`src/anos_pkg.sv`:
```
// Shared constants, state and command/status types of the active note-off scheduler.
package anos_pkg;

    localparam int MAX_NOTES = 32;
    localparam int IDX_W     = (MAX_NOTES > 1) ? $clog2(MAX_NOTES) : 1;
    localparam int CNT_W     = $clog2(MAX_NOTES + 1);

    localparam int BEAT_W    = 32;
    localparam int FRAME_W   = 32;
    localparam int PITCH_W   = 7;
    localparam int CHAN_W    = 4;
    localparam int OP_W      = 2;
    localparam int STATUS_W  = 8;
    localparam int FRAC_SHIFT = 28;

    localparam int S_DATA_W  = 176;
    localparam int M_DATA_W  = 48;

    localparam logic [OP_W-1:0] OP_ADD     = 2'd0;
    localparam logic [OP_W-1:0] OP_ADVANCE = 2'd1;
    localparam logic [OP_W-1:0] OP_FLUSH   = 2'd2;

    localparam logic [STATUS_W-1:0] NOTE_OFF_STATUS = 8'h80;
    localparam logic [STATUS_W-1:0] CHAN_MASK       = 8'h0F;

    typedef enum logic [3:0] {
        ST_IDLE,
        ST_ADV_RD,
        ST_ADV_CHK,
        ST_ADV_MUL,
        ST_ADV_EMIT,
        ST_FLS_RD,
        ST_FLS_CHK,
        ST_FLS_EMIT,
        ST_FIN
    } state_t;

    typedef struct packed {
        logic ld_item;     // capture the accepted item
        logic add_wr;      // store the incoming note at the fill position
        logic idx_top;     // index <= count - 1
        logic idx_zero;    // index <= 0
        logic idx_dec;
        logic idx_inc;
        logic rd_idx;      // read table entry at index
        logic rd_last;     // read table entry at count - 1
        logic latch_entry; // capture read data and the beat offset
        logic clr_prod;    // scaled offset <= 0
        logic mul;         // scaled offset <= offset * samples_per_beat >> 28
        logic swap_wr;     // move last entry into index, count <= count - 1
        logic emit;        // push held note-off out, hold the new candidate
        logic fin_push;    // push held note-off out as the final one
        logic clr_count;
    } cmd_t;

    typedef struct packed {
        logic [OP_W-1:0] op;
        logic count_zero;
        logic count_full;
        logic idx_zero;
        logic idx_at_top;
        logic expire;
        logic out_free;
        logic pend_valid;
    } sts_t;

endpackage

```
`src/anos_ctrl.sv`:
```
// Controller state machine of the active note-off scheduler.
module anos_ctrl (
    input  logic                         aclk,
    input  logic                         aresetn,
    input  logic                         s_tvalid,
    output logic                         s_tready,
    output anos_pkg::cmd_t               cmd,
    input  anos_pkg::sts_t               sts
);

    anos_pkg::state_t state_reg, state_next;
    logic             accept;
    logic             can_emit;

    assign s_tready = (state_reg == anos_pkg::ST_IDLE);
    assign accept   = s_tvalid && s_tready;
    // A new candidate may only displace the held one once the output can take it.
    assign can_emit = !sts.pend_valid || sts.out_free;

    always_ff @(posedge aclk) begin
        if (!aresetn) begin
            state_reg <= anos_pkg::ST_IDLE;
        end else begin
            state_reg <= state_next;
        end
    end

    always_comb begin
        state_next = state_reg;
        cmd        = '0;
        case (state_reg)
            anos_pkg::ST_IDLE: begin
                if (accept) begin
                    cmd.ld_item = 1'b1;
                    case (sts.op)
                        anos_pkg::OP_ADD: begin
                            cmd.add_wr = !sts.count_full;
                        end
                        anos_pkg::OP_ADVANCE: begin
                            if (!sts.count_zero) begin
                                cmd.idx_top = 1'b1;
                                state_next  = anos_pkg::ST_ADV_RD;
                            end
                        end
                        anos_pkg::OP_FLUSH: begin
                            if (!sts.count_zero) begin
                                cmd.idx_zero = 1'b1;
                                state_next   = anos_pkg::ST_FLS_RD;
                            end
                        end
                        default: begin
                        end
                    endcase
                end
            end
            anos_pkg::ST_ADV_RD: begin
                cmd.rd_idx = 1'b1;
                state_next = anos_pkg::ST_ADV_CHK;
            end
            anos_pkg::ST_ADV_CHK: begin
                cmd.latch_entry = 1'b1;
                if (sts.expire) begin
                    state_next = anos_pkg::ST_ADV_MUL;
                end else if (sts.idx_zero) begin
                    state_next = anos_pkg::ST_FIN;
                end else begin
                    cmd.idx_dec = 1'b1;
                    state_next  = anos_pkg::ST_ADV_RD;
                end
            end
            anos_pkg::ST_ADV_MUL: begin
                cmd.mul     = 1'b1;
                cmd.rd_last = 1'b1;
                state_next  = anos_pkg::ST_ADV_EMIT;
            end
            anos_pkg::ST_ADV_EMIT: begin
                if (can_emit) begin
                    cmd.emit    = 1'b1;
                    cmd.swap_wr = 1'b1;
                    if (sts.idx_zero) begin
                        state_next = anos_pkg::ST_FIN;
                    end else begin
                        cmd.idx_dec = 1'b1;
                        state_next  = anos_pkg::ST_ADV_RD;
                    end
                end
            end
            anos_pkg::ST_FLS_RD: begin
                cmd.rd_idx = 1'b1;
                state_next = anos_pkg::ST_FLS_CHK;
            end
            anos_pkg::ST_FLS_CHK: begin
                cmd.latch_entry = 1'b1;
                cmd.clr_prod    = 1'b1;
                state_next      = anos_pkg::ST_FLS_EMIT;
            end
            anos_pkg::ST_FLS_EMIT: begin
                if (can_emit) begin
                    cmd.emit = 1'b1;
                    if (sts.idx_at_top) begin
                        cmd.clr_count = 1'b1;
                        state_next    = anos_pkg::ST_FIN;
                    end else begin
                        cmd.idx_inc = 1'b1;
                        state_next  = anos_pkg::ST_FLS_RD;
                    end
                end
            end
            anos_pkg::ST_FIN: begin
                if (!sts.pend_valid) begin
                    state_next = anos_pkg::ST_IDLE;
                end else if (sts.out_free) begin
                    cmd.fin_push = 1'b1;
                    state_next   = anos_pkg::ST_IDLE;
                end
            end
            default: begin
                state_next = anos_pkg::ST_IDLE;
            end
        endcase
    end

endmodule

```
`src/anos_dp.sv`:
```
// Datapath of the active note-off scheduler: note table, offset scaling, result registers.
module anos_dp (
    input  logic                             aclk,
    input  logic                             aresetn,
    input  anos_pkg::cmd_t                   cmd,
    output anos_pkg::sts_t                   sts,
    input  logic [anos_pkg::OP_W-1:0]        in_op,
    input  logic [anos_pkg::PITCH_W-1:0]     in_pitch,
    input  logic [anos_pkg::CHAN_W-1:0]      in_channel,
    input  logic [anos_pkg::BEAT_W-1:0]      in_end_beat,
    input  logic [anos_pkg::BEAT_W-1:0]      in_from_beat,
    input  logic [anos_pkg::BEAT_W-1:0]      in_up_to_beat,
    input  logic [anos_pkg::FRAME_W-1:0]     in_frame_base,
    input  logic [anos_pkg::BEAT_W-1:0]      in_samples_per_beat,
    output logic                             out_valid,
    input  logic                             out_ready,
    output logic [anos_pkg::STATUS_W-1:0]    out_status_byte,
    output logic [anos_pkg::PITCH_W-1:0]     out_note_pitch,
    output logic [anos_pkg::FRAME_W-1:0]     out_frame,
    output logic                             out_last
);

    localparam int ENT_W = anos_pkg::PITCH_W + anos_pkg::CHAN_W + anos_pkg::BEAT_W;
    localparam int PROD_W = 2 * anos_pkg::BEAT_W;

    // Note table: pitch, channel and end beat packed per entry.
    logic [ENT_W-1:0] mem [anos_pkg::MAX_NOTES];
    logic [ENT_W-1:0] rdata_reg;

    logic [anos_pkg::BEAT_W-1:0]  from_reg, upto_reg, spb_reg;
    logic [anos_pkg::FRAME_W-1:0] base_reg;

    logic [anos_pkg::CNT_W-1:0] count_reg;
    logic [anos_pkg::IDX_W-1:0] idx_reg;
    logic [anos_pkg::IDX_W-1:0] last_idx;

    logic [anos_pkg::PITCH_W-1:0] ent_pitch_reg;
    logic [anos_pkg::CHAN_W-1:0]  ent_chan_reg;
    logic [anos_pkg::BEAT_W-1:0]  off_reg;
    logic [anos_pkg::FRAME_W-1:0] scaled_reg;
    logic [PROD_W-1:0]            prod;

    logic [anos_pkg::PITCH_W-1:0]  rd_pitch;
    logic [anos_pkg::CHAN_W-1:0]   rd_chan;
    logic [anos_pkg::BEAT_W-1:0]   rd_end;

    logic                          pend_valid_reg;
    logic [anos_pkg::STATUS_W-1:0] pend_status_reg;
    logic [anos_pkg::PITCH_W-1:0]  pend_pitch_reg;
    logic [anos_pkg::FRAME_W-1:0]  pend_frame_reg;
    logic                          out_valid_reg;
    logic [anos_pkg::STATUS_W-1:0] out_status_reg;
    logic [anos_pkg::PITCH_W-1:0]  out_pitch_reg;
    logic [anos_pkg::FRAME_W-1:0]  out_frame_reg;
    logic                          out_last_reg;

    logic [anos_pkg::STATUS_W-1:0] cand_status;
    logic [anos_pkg::FRAME_W-1:0]  cand_frame;

    assign last_idx = anos_pkg::IDX_W'(count_reg - anos_pkg::CNT_W'(1));
    assign rd_pitch = rdata_reg[ENT_W-1 -: anos_pkg::PITCH_W];
    assign rd_chan  = rdata_reg[anos_pkg::BEAT_W +: anos_pkg::CHAN_W];
    assign rd_end   = rdata_reg[anos_pkg::BEAT_W-1:0];

    // Memory write and registered read.
    always_ff @(posedge aclk) begin
        if (cmd.add_wr) begin
            mem[count_reg[anos_pkg::IDX_W-1:0]] <= {in_pitch, in_channel, in_end_beat};
        end else if (cmd.swap_wr) begin
            mem[idx_reg] <= rdata_reg;
        end
        if (cmd.rd_idx) begin
            rdata_reg <= mem[idx_reg];
        end else if (cmd.rd_last) begin
            rdata_reg <= mem[last_idx];
        end
    end

    // Captured item fields.
    always_ff @(posedge aclk) begin
        if (cmd.ld_item) begin
            from_reg <= in_from_beat;
            upto_reg <= in_up_to_beat;
            base_reg <= in_frame_base;
            spb_reg  <= in_samples_per_beat;
        end
    end

    always_ff @(posedge aclk) begin
        if (!aresetn) begin
            count_reg <= '0;
        end else if (cmd.add_wr) begin
            count_reg <= count_reg + anos_pkg::CNT_W'(1);
        end else if (cmd.swap_wr) begin
            count_reg <= count_reg - anos_pkg::CNT_W'(1);
        end else if (cmd.clr_count) begin
            count_reg <= '0;
        end
    end

    always_ff @(posedge aclk) begin
        if (!aresetn) begin
            idx_reg <= '0;
        end else if (cmd.idx_top) begin
            idx_reg <= last_idx;
        end else if (cmd.idx_zero) begin
            idx_reg <= '0;
        end else if (cmd.idx_dec) begin
            idx_reg <= idx_reg - anos_pkg::IDX_W'(1);
        end else if (cmd.idx_inc) begin
            idx_reg <= idx_reg + anos_pkg::IDX_W'(1);
        end
    end

    // Entry capture, beat offset, then the registered product.
    assign prod = PROD_W'(off_reg) * PROD_W'(spb_reg);

    always_ff @(posedge aclk) begin
        if (cmd.latch_entry) begin
            ent_pitch_reg <= rd_pitch;
            ent_chan_reg  <= rd_chan;
            off_reg       <= (rd_end > from_reg) ? (rd_end - from_reg) : '0;
        end
        if (cmd.clr_prod) begin
            scaled_reg <= '0;
        end else if (cmd.mul) begin
            scaled_reg <= prod[anos_pkg::FRAC_SHIFT +: anos_pkg::FRAME_W];
        end
    end

    assign cand_status = anos_pkg::NOTE_OFF_STATUS |
                         (anos_pkg::STATUS_W'(ent_chan_reg) & anos_pkg::CHAN_MASK);
    assign cand_frame  = base_reg + scaled_reg;

    // One note-off is held back until the next one or the end of the walk
    // shows whether it is the final one.
    always_ff @(posedge aclk) begin
        if (!aresetn) begin
            pend_valid_reg <= 1'b0;
        end else if (cmd.emit) begin
            pend_valid_reg <= 1'b1;
        end else if (cmd.fin_push) begin
            pend_valid_reg <= 1'b0;
        end
    end

    always_ff @(posedge aclk) begin
        if (cmd.emit) begin
            pend_status_reg <= cand_status;
            pend_pitch_reg  <= ent_pitch_reg;
            pend_frame_reg  <= cand_frame;
        end
    end

    logic push;
    assign push = (cmd.emit && pend_valid_reg) || cmd.fin_push;

    always_ff @(posedge aclk) begin
        if (!aresetn) begin
            out_valid_reg <= 1'b0;
        end else if (push) begin
            out_valid_reg <= 1'b1;
        end else if (out_ready) begin
            out_valid_reg <= 1'b0;
        end
    end

    always_ff @(posedge aclk) begin
        if (push) begin
            out_status_reg <= pend_status_reg;
            out_pitch_reg  <= pend_pitch_reg;
            out_frame_reg  <= pend_frame_reg;
            out_last_reg   <= cmd.fin_push;
        end
    end

    assign out_valid       = out_valid_reg;
    assign out_status_byte = out_status_reg;
    assign out_note_pitch  = out_pitch_reg;
    assign out_frame       = out_frame_reg;
    assign out_last        = out_last_reg;

    assign sts.op         = in_op;
    assign sts.count_zero = (count_reg == '0);
    assign sts.count_full = (count_reg >= anos_pkg::CNT_W'(anos_pkg::MAX_NOTES));
    assign sts.idx_zero   = (idx_reg == '0);
    assign sts.idx_at_top = (idx_reg == last_idx);
    assign sts.expire     = (rd_end <= upto_reg);
    assign sts.out_free   = !out_valid_reg || out_ready;
    assign sts.pend_valid = pend_valid_reg;

endmodule

```
`src/active_note_off_scheduler_core.sv`:
```
// Top level of the active note-off scheduler: stream ports, controller and datapath.
//
// One input transfer carries one operation, chosen by s_tuser: add a note, advance
// and expire notes ending at or before up_to_beat, or flush every stored note.
// Each expired or flushed note leaves as one result transfer on the m_ side, a
// MIDI note-off with its sample frame; m_tlast marks the final one of an item.
// An add is taken in its accept cycle and gives no result; a full table drops it.
// An advance walks the table from the top entry down: read and compare each entry,
// and for an expired one multiply and write back; a flush walks it from entry zero
// (read, capture, emit). The walk over the note table sets how long an item takes,
// and no new item is taken until the walk is done.
// The last note-off of an item is held until the walk ends and is pushed in the
// final state after the walk; s_tready rises again once it sits in the output
// register. When the receiver stalls, the walk waits at the next note-off, and
// the held results stay stable. Reset clears the note count, the handshake and the
// state machine; table contents need no clearing.
module active_note_off_scheduler_core (
    input  logic                              aclk,
    input  logic                              aresetn,
    input  logic                              s_tvalid,
    output logic                              s_tready,
    // s_tdata from bit 0: pitch[6:0], channel[10:7], end_beat[42:11],
    // from_beat[74:43], up_to_beat[106:75], frame_base[138:107],
    // samples_per_beat[170:139], zero fill up to bit 175.
    input  logic [anos_pkg::S_DATA_W-1:0]     s_tdata,
    // s_tuser: op[1:0].
    input  logic [anos_pkg::OP_W-1:0]         s_tuser,
    output logic                              m_tvalid,
    input  logic                              m_tready,
    // m_tdata from bit 0: status_byte[7:0], note_pitch[14:8], frame[46:15],
    // zero fill at bit 47.
    output logic [anos_pkg::M_DATA_W-1:0]     m_tdata,
    output logic                              m_tlast
);

    anos_pkg::cmd_t cmd;
    anos_pkg::sts_t sts;

    logic [anos_pkg::STATUS_W-1:0] status_byte;
    logic [anos_pkg::PITCH_W-1:0]  note_pitch;
    logic [anos_pkg::FRAME_W-1:0]  frame;

    anos_ctrl u_ctrl (
        .aclk     (aclk),
        .aresetn  (aresetn),
        .s_tvalid (s_tvalid),
        .s_tready (s_tready),
        .cmd      (cmd),
        .sts      (sts)
    );

    anos_dp u_dp (
        .aclk                (aclk),
        .aresetn             (aresetn),
        .cmd                 (cmd),
        .sts                 (sts),
        .in_op               (s_tuser),
        .in_pitch            (s_tdata[6:0]),
        .in_channel          (s_tdata[10:7]),
        .in_end_beat         (s_tdata[42:11]),
        .in_from_beat        (s_tdata[74:43]),
        .in_up_to_beat       (s_tdata[106:75]),
        .in_frame_base       (s_tdata[138:107]),
        .in_samples_per_beat (s_tdata[170:139]),
        .out_valid           (m_tvalid),
        .out_ready           (m_tready),
        .out_status_byte     (status_byte),
        .out_note_pitch      (note_pitch),
        .out_frame           (frame),
        .out_last            (m_tlast)
    );

    assign m_tdata = {1'b0, frame, note_pitch, status_byte};

endmodule

```
`config.mk`:
```
export PLATFORM = sky130hd
export DESIGN_NAME = active_note_off_scheduler_core
export DESIGN_NICKNAME = d
export VERILOG_FILES = /design/src/anos_pkg.sv /design/src/anos_ctrl.sv /design/src/anos_dp.sv /design/src/active_note_off_scheduler_core.sv
export SDC_FILE = /design/constraint.sdc
export NUM_CORES = 2
export LEC_CHECK = 0
export ABC_CLOCK_PERIOD_IN_PS = 9500
export BUFFER_PORTS_ARGS = -buffer_cell sky130_fd_sc_hd__buf_2
export CORE_ASPECT_RATIO = 1.2
export CORE_MARGIN = 10
export CORE_UTILIZATION = 45
export CTS_CLUSTER_DIAMETER = 30
export DETAILED_ROUTE_END_ITERATION = 10
export HOLD_SLACK_MARGIN = 0.15
export PLACE_DENSITY = 0.69
export SYNTH_ARGS = -nofsm -noshare
export SYNTH_HDL_FRONTEND = slang
export SYNTH_HIERARCHICAL = 1
export SYNTH_SLANG_ARGS = --single-unit
```
`constraint.sdc`:
```
create_clock -name aclk -period 9.5 [get_ports aclk]
set_input_delay 2.375 -clock aclk [delete_from_list [all_inputs] [get_ports aclk]]
set_output_delay 2.375 -clock aclk [all_outputs]
set_load 0.005 [all_outputs]
```
# Word level (Yosys, flattened, before mapping)
# Memory sizes are Yosys's and may differ from the RTL's. A register that Yosys moved wholly into a read port is not among the register bits.
# Index checks and enable logic that the tools add are counted.
dict set report word_totals {
  ff_bits 350
  mem_bits_rw 1376
  inputBits 182
  output_inout_bits 51
  wordCells 133
  memories 1
}
dict set report classes {
  addsub 6
  n_mul 1
  order_cmp 3
  n_eq_ne 18
  n_mux 62
  n_reduce_logical 21
}
# name depth word_bits read_ports rd_ports_with_merged_regs write_ports line
set memory_table {}
lappend memory_table {u_dp.mem 32 43 2 1 1 anos_dp.sv:27} ;# logic [ENT_W-1:0] mem [anos_pkg::MAX_NOTES];
# operator n
set op_table {}
lappend op_table {{two-way mux 43 bit} 3}
lappend op_table {{multiplier 32 x 32 -> 60 bit} 1}
lappend op_table {{two-way mux 4 bit} 12}
lappend op_table {{OR reduction 43 bit} 1}
lappend op_table {{case mux 4 bit (9 select lines)} 1}
lappend op_table {{two-way mux 5 bit} 7}
lappend op_table {{adder 32 bit} 1}
lappend op_table {{> comparator 32 bit} 1}
lappend op_table {{less-or-equal comparator 32 bit} 1}
lappend op_table {{two-way mux 1 bit} 32}
lappend op_table {{subtractor 32 bit} 1}
lappend op_table {{two-way mux 6 bit} 3}
lappend op_table {{equality test 4 x 3 -> 1 bit (second input constant)} 4}
lappend op_table {{inequality test 3 bit (second input constant)} 4}
lappend op_table {{equality test 4 x 2 -> 1 bit (second input constant)} 2}
lappend op_table {{case mux 4 bit (2 select lines)} 1}
lappend op_table {{AND reduction 7 bit} 1}
lappend op_table {{adder 6 x 1 -> 6 bit (second input constant)} 1}
lappend op_table {{>= comparator 6 bit (second input constant)} 1}
lappend op_table {{logical NOT 6 bit} 1}
lappend op_table {{nonzero test 2 bit} 3}
lappend op_table {{subtractor 6 x 1 -> 6 bit (second input constant)} 1}
lappend op_table {{adder 5 x 1 -> 5 bit (second input constant)} 1}
lappend op_table {{equality test 5 bit} 1}
lappend op_table {{18 further kinds} 26}

# Longest topological paths before layout
dict set report depth {
  depth_word 11
  depth_mapped 28
  depth_no_buf 26
}

# By module
# Netlist, hierarchy kept.
# module instances cells_each area_per_inst_um2 seq_area_each_um2
set modules_own_cells {}
lappend modules_own_cells {anos_dp 1 7452 110861.3 51359.3}
lappend modules_own_cells {anos_ctrl 1 64 460.4 80.1}
lappend modules_own_cells {active_note_off_scheduler_core 1 2 11.3 0.0}

# Least setup slack after synthesis
# Ideal clock, no wire load.
dict set report synth_timing {
  kind {input -> register}
  startpoint {input port m_tready}
  endpoint {register u_dp.out_frame_reg (netlist bit u_dp/out_frame[0]), enable pin}
  setup_ns 0.399
  t_arrival_ns 7.426
  required_ns 9.101
  slack_ns 1.675
  cell_stages 6
  path_buffers 0
  path_cell_list {nand2b_1 > nor2b_1 > nand2b_1 > nor3b_1 > a21oi_1 > inv_1}
}
# element line
set synth_rtl {}
lappend synth_rtl {{start: declaration} active_note_off_scheduler_core.sv:29} ;# input logic m_tready,
lappend synth_rtl {{end signal: assignment} anos_dp.sv:172} ;# out_frame_reg <= pend_frame_reg;
lappend synth_rtl {{end: declaration} anos_dp.sv:54} ;# logic [anos_pkg::FRAME_W-1:0] out_frame_reg;

# Final worst setup path
dict set report layout_timing {
  startpoint {register u_dp/off_reg[11] (netlist name)}
  endpoint {register u_dp/scaled_reg[21] (netlist name)}
}
dict set report layout_between {
  elab_chain_len 1
}
# element line
set layout_rtl {}
lappend layout_rtl {{start: declaration} anos_dp.sv:39} ;# logic [anos_pkg::BEAT_W-1:0] off_reg;
lappend layout_rtl {{start signal: assignment} anos_dp.sv:122} ;# off_reg <= (rd_end > from_reg) ? (rd_end - from_reg) : '0;
lappend layout_rtl {{multiplier 32 x 32 -> 60 bit} anos_dp.sv:116} ;# assign prod = PROD_W'(off_reg) * PROD_W'(spb_reg);
lappend layout_rtl {{end signal: assignment} anos_dp.sv:127} ;# scaled_reg <= prod[anos_pkg::FRAC_SHIFT +: anos_pkg::FRAME_W];
lappend layout_rtl {{end: declaration} anos_dp.sv:40} ;# logic [anos_pkg::FRAME_W-1:0] scaled_reg;
# No other way between the ends.
# A chain may end at the register's enable or synchronous reset.

==> impl_metrics.env <==
export IMPL_required_ns=10.25
export IMPL_ys_seq_area_share_pct=46.2
export IMPL_die_area_sq_um=268000
export IMPL_setup_violations=0
export IMPL_cp_endpoint="u_dp/scaled_reg[21]"
export IMPL_holdBufCountCts=0
export IMPL_yosysTopAreaCell="edfxtp_1"
export IMPL_largest_register_ffs=1376
export IMPL_cts_setup_buffers=0
export IMPL_routed_via_density=6.10
export IMPL_cts_made_buffers=321
export IMPL_post_drt_wl_per_cell_microns=29.1
export IMPL_syn_mean_instance_area_sq_um=14.8
export IMPL_status="finished, final reports clean"
export IMPL_die_h_microns=565
export IMPL_via_count=68700
export IMPL_ys_flop_type="edfxtp_1"
export IMPL_cp_arrival_ns=9.63
export IMPL_drtPass1Iterations=6
export IMPL_hold_depth=0
export IMPL_ant_nets=0
export IMPL_synth_edff_count=1677
export IMPL_antenna_found_initial=8
export IMPL_register_area_sq_um=51500
export IMPL_post_dp_hpwl_microns=211000
export IMPL_finalSetupTns_ns=0
export IMPL_start_util_pct=45.3
export IMPL_rsz0062_at_grt="false"
export IMPL_worstSetupStartpoint="u_dp/off_reg[11]"
export IMPL_cts_tree="built"
export IMPL_ios=233
export IMPL_synth_distinct_cells=91
export IMPL_maxCapViolCount=0
export IMPL_timing_rr_start="u_dp/off_reg[11]"
export IMPL_dr_first_iter_drc_count=6676
export IMPL_root_buffer="clkbuf_16"
export IMPL_r2r_slack_ns=0.63
export IMPL_critPathKind="reg -> reg"
export IMPL_tightest_slew_ns=1.26
export IMPL_yosysMostFrequentCell="edfxtp_1"
export IMPL_min_period_over_period_pct=93.4
export IMPL_layout_drive_gt1_share_pct=23.8
export IMPL_yosysTopAreaCellShare_pct=45.2
export IMPL_fmax_ghz=0.113
export IMPL_clkSlewWorstSetupHoldPaths_ns=0.05
export IMPL_startpoint_type="register"
export IMPL_h_tree_depth=5
export IMPL_num_rows=199
export IMPL_netlist_instances=7518
export IMPL_multiInputGateArea_sq_um=54800
export IMPL_syn_to_final_growth_pct=14.5
export IMPL_ys_seq_elements=1731
export IMPL_place_congestion=0.890
export IMPL_async_flop_share_pct=0
export IMPL_slew_violations=0
export IMPL_finalHoldViolations=0
export IMPL_synth_area_leaders="edfxtp_1 (45%), mux4_2 (17%), fa_1 (16%)"
export IMPL_nets=9186
export IMPL_reg2reg_to="u_dp/scaled_reg[21]"
export IMPL_grt_pass1_vias=73900
export IMPL_gr_total_overflow=0
export IMPL_slew_headroom_pct=15.8
export IMPL_portBuffers=222
export IMPL_nFillCells=19800
export IMPL_fp_dieW_microns=474
export IMPL_syn_cell_area_sq_um=111000
export IMPL_drt_wl_total_microns=328000
export IMPL_yosysWarnings=6
export IMPL_reg2reg_depth=24
export IMPL_cts_buffer_depth=4
export IMPL_grt_max_degree=163
export IMPL_cts_sinks=1731
export IMPL_finClkSkew_ns=0.0746
export IMPL_drc=0
export IMPL_cp_end_kind="register"
export IMPL_fin_crit_ns=8.87
export IMPL_synth_commonest_cells="edfxtp_1 (1677), inv_1 (976), fa_1 (893)"
export IMPL_core_area_sq_um=246000
export IMPL_hold_class="reg -> reg"
export IMPL_grt_usage_pct=24.3
export IMPL_worstSkewPairLatency_ns=0.88
export IMPL_cts_resized=0
export IMPL_grt_first_pass_wirelength_microns=484000
export IMPL_cp_max_fo=19
-- routing by layer --
layer | track usage (%) | part of all wire [%]
met1 | 28.5 | 33
met2 | 42.0 | 51
met3 | 5.06 | 9.3
met4 | 13.2 | 6.4
met5 | 0 | 0.0079
-- critical path, stage by stage (launching register included) --
cell	delay, ns
edfxtp_1	1.15
and2_1	0.28
fa_1	0.46
fa_1	0.54
inv_1	0.05
fa_1	0.41
fa_1	0.55
inv_1	0.06
fa_1	0.59
fa_1	0.46
fa_1	0.52
inv_1	0.05
fa_1	0.48
inv_1	0.05
ha_1	0.32
and4_1	0.30
nor4b_2	0.27
o211ai_1	0.13
a31oi_1	0.50
nor2_2	0.16
o31ai_2	0.56
a31o_2	0.30
a311oi_1	0.13
nor4b_1	0.28
a211o_1	0.13
-- placed cells by master, fill, tap and decap left out, types with 9 or more instances in the layout --
master / netlist / final
nor4b_1: 9 / 9
clkinv_4: 0 / 23
clkinv_2: 0 / 40
or3_1: 12 / 12
nor2b_1: 21 / 20
o21ai_0: 99 / 97
nand2b_1: 27 / 27
and3_1: 17 / 17
xor2_1: 31 / 30
nand4_1: 33 / 33
nor2_4: 0 / 33
edfxtp_1: 1677 / 1677
dfxtp_1: 54 / 48
inv_1: 976 / 974
o211ai_1: 15 / 15
clkinv_1: 0 / 37
mux2i_1: 67 / 67
clkbuf_1: 355 / 26
bufinv_16: 0 / 36
a21o_1: 64 / 64
ha_1: 332 / 331
nand3_1: 33 / 33
nand2_1: 697 / 696
clkbuf_16: 0 / 326
and2_1: 559 / 559
a31oi_1: 17 / 13
mux2_2: 43 / 43
xnor2_1: 68 / 66
o21bai_1: 17 / 17
fa_1: 893 / 893
buf_12: 0 / 27
buf_2: 56 / 222
mux4_2: 860 / 860
a21oi_1: 106 / 106
buf_4: 9 / 148
nor3_1: 23 / 23
clkinvlp_4: 0 / 38
nor2_1: 136 / 103
o21a_1: 26 / 26
inv_6: 0 / 41
-- worst min-delay path by stage --
| stage | from | endpoint | slack (ns) |
|---|---|---|---|
| final | u_dp/ent_pitch_reg[3] | u_dp/pend_pitch_reg[3] | 0.39 |
| after global routing | u_dp/ent_pitch_reg[3] | u_dp/pend_pitch_reg[3] | 0.40 |
| after CTS | u_dp/pend_frame_reg[23] | u_dp/out_frame[23] | 0.40 |
| after detailed placement | u_dp/pend_frame_reg[11] | u_dp/out_frame[11] | 0.40 |
| after global placement | u_dp/pend_frame_reg[3] | u_dp/out_frame[3] | 0.40 |
| after floorplan | u_dp/pend_frame_reg[0] | u_dp/out_frame[0] | 0.40 |
-- area by class of cell --
type                       count  area share (%)
multi-input combinational   4352            43.0
sequential                  1731            40.4
clock buffer                 352            6.48
tap                         3216            3.16
inverter                     976            2.88
timing repair buffer         397            2.17
clock inverter               229            1.96
antenna                        4         0.00785
-- cells by family after synthesis --
| family | count (synthesis) | share of synthesized area, % |
|---|---|---|
| muxes | 970 | 18.4 |
| adders and majority gates | 1225 | 19.8 |
| other | 3 | 0.0101 |
| DFF | 1731 | 46.2 |
| xor gates and xnor gates | 99 | 0.779 |
| buffers and inverters | 1437 | 4.94 |
| and+or+nand+nor | 1612 | 7.22 |
| AOI/OAI and AO/OA | 441 | 2.62 |
-- stage by stage --
stage	instances	hold slack [ns]	setup slack, ns	instance area [sq um]	utilization [%]
2_1_floorplan	7520	0.400	1.68	111000	-
3_3_place_gp	10700	0.402	0.831	117000	47.5
3_5_place_dp	10700	0.405	0.727	117000	47.5
4_1_cts	11300	0.398	0.619	127000	51.9
5_1_grt	11300	0.404	0.408	127000	51.9
6_report	11300	0.392	0.625	127000	51.9
Power is left out: the tool's default activity adds up to more than one toggle a clock period on the data nets, which glitch-free logic cannot reach.
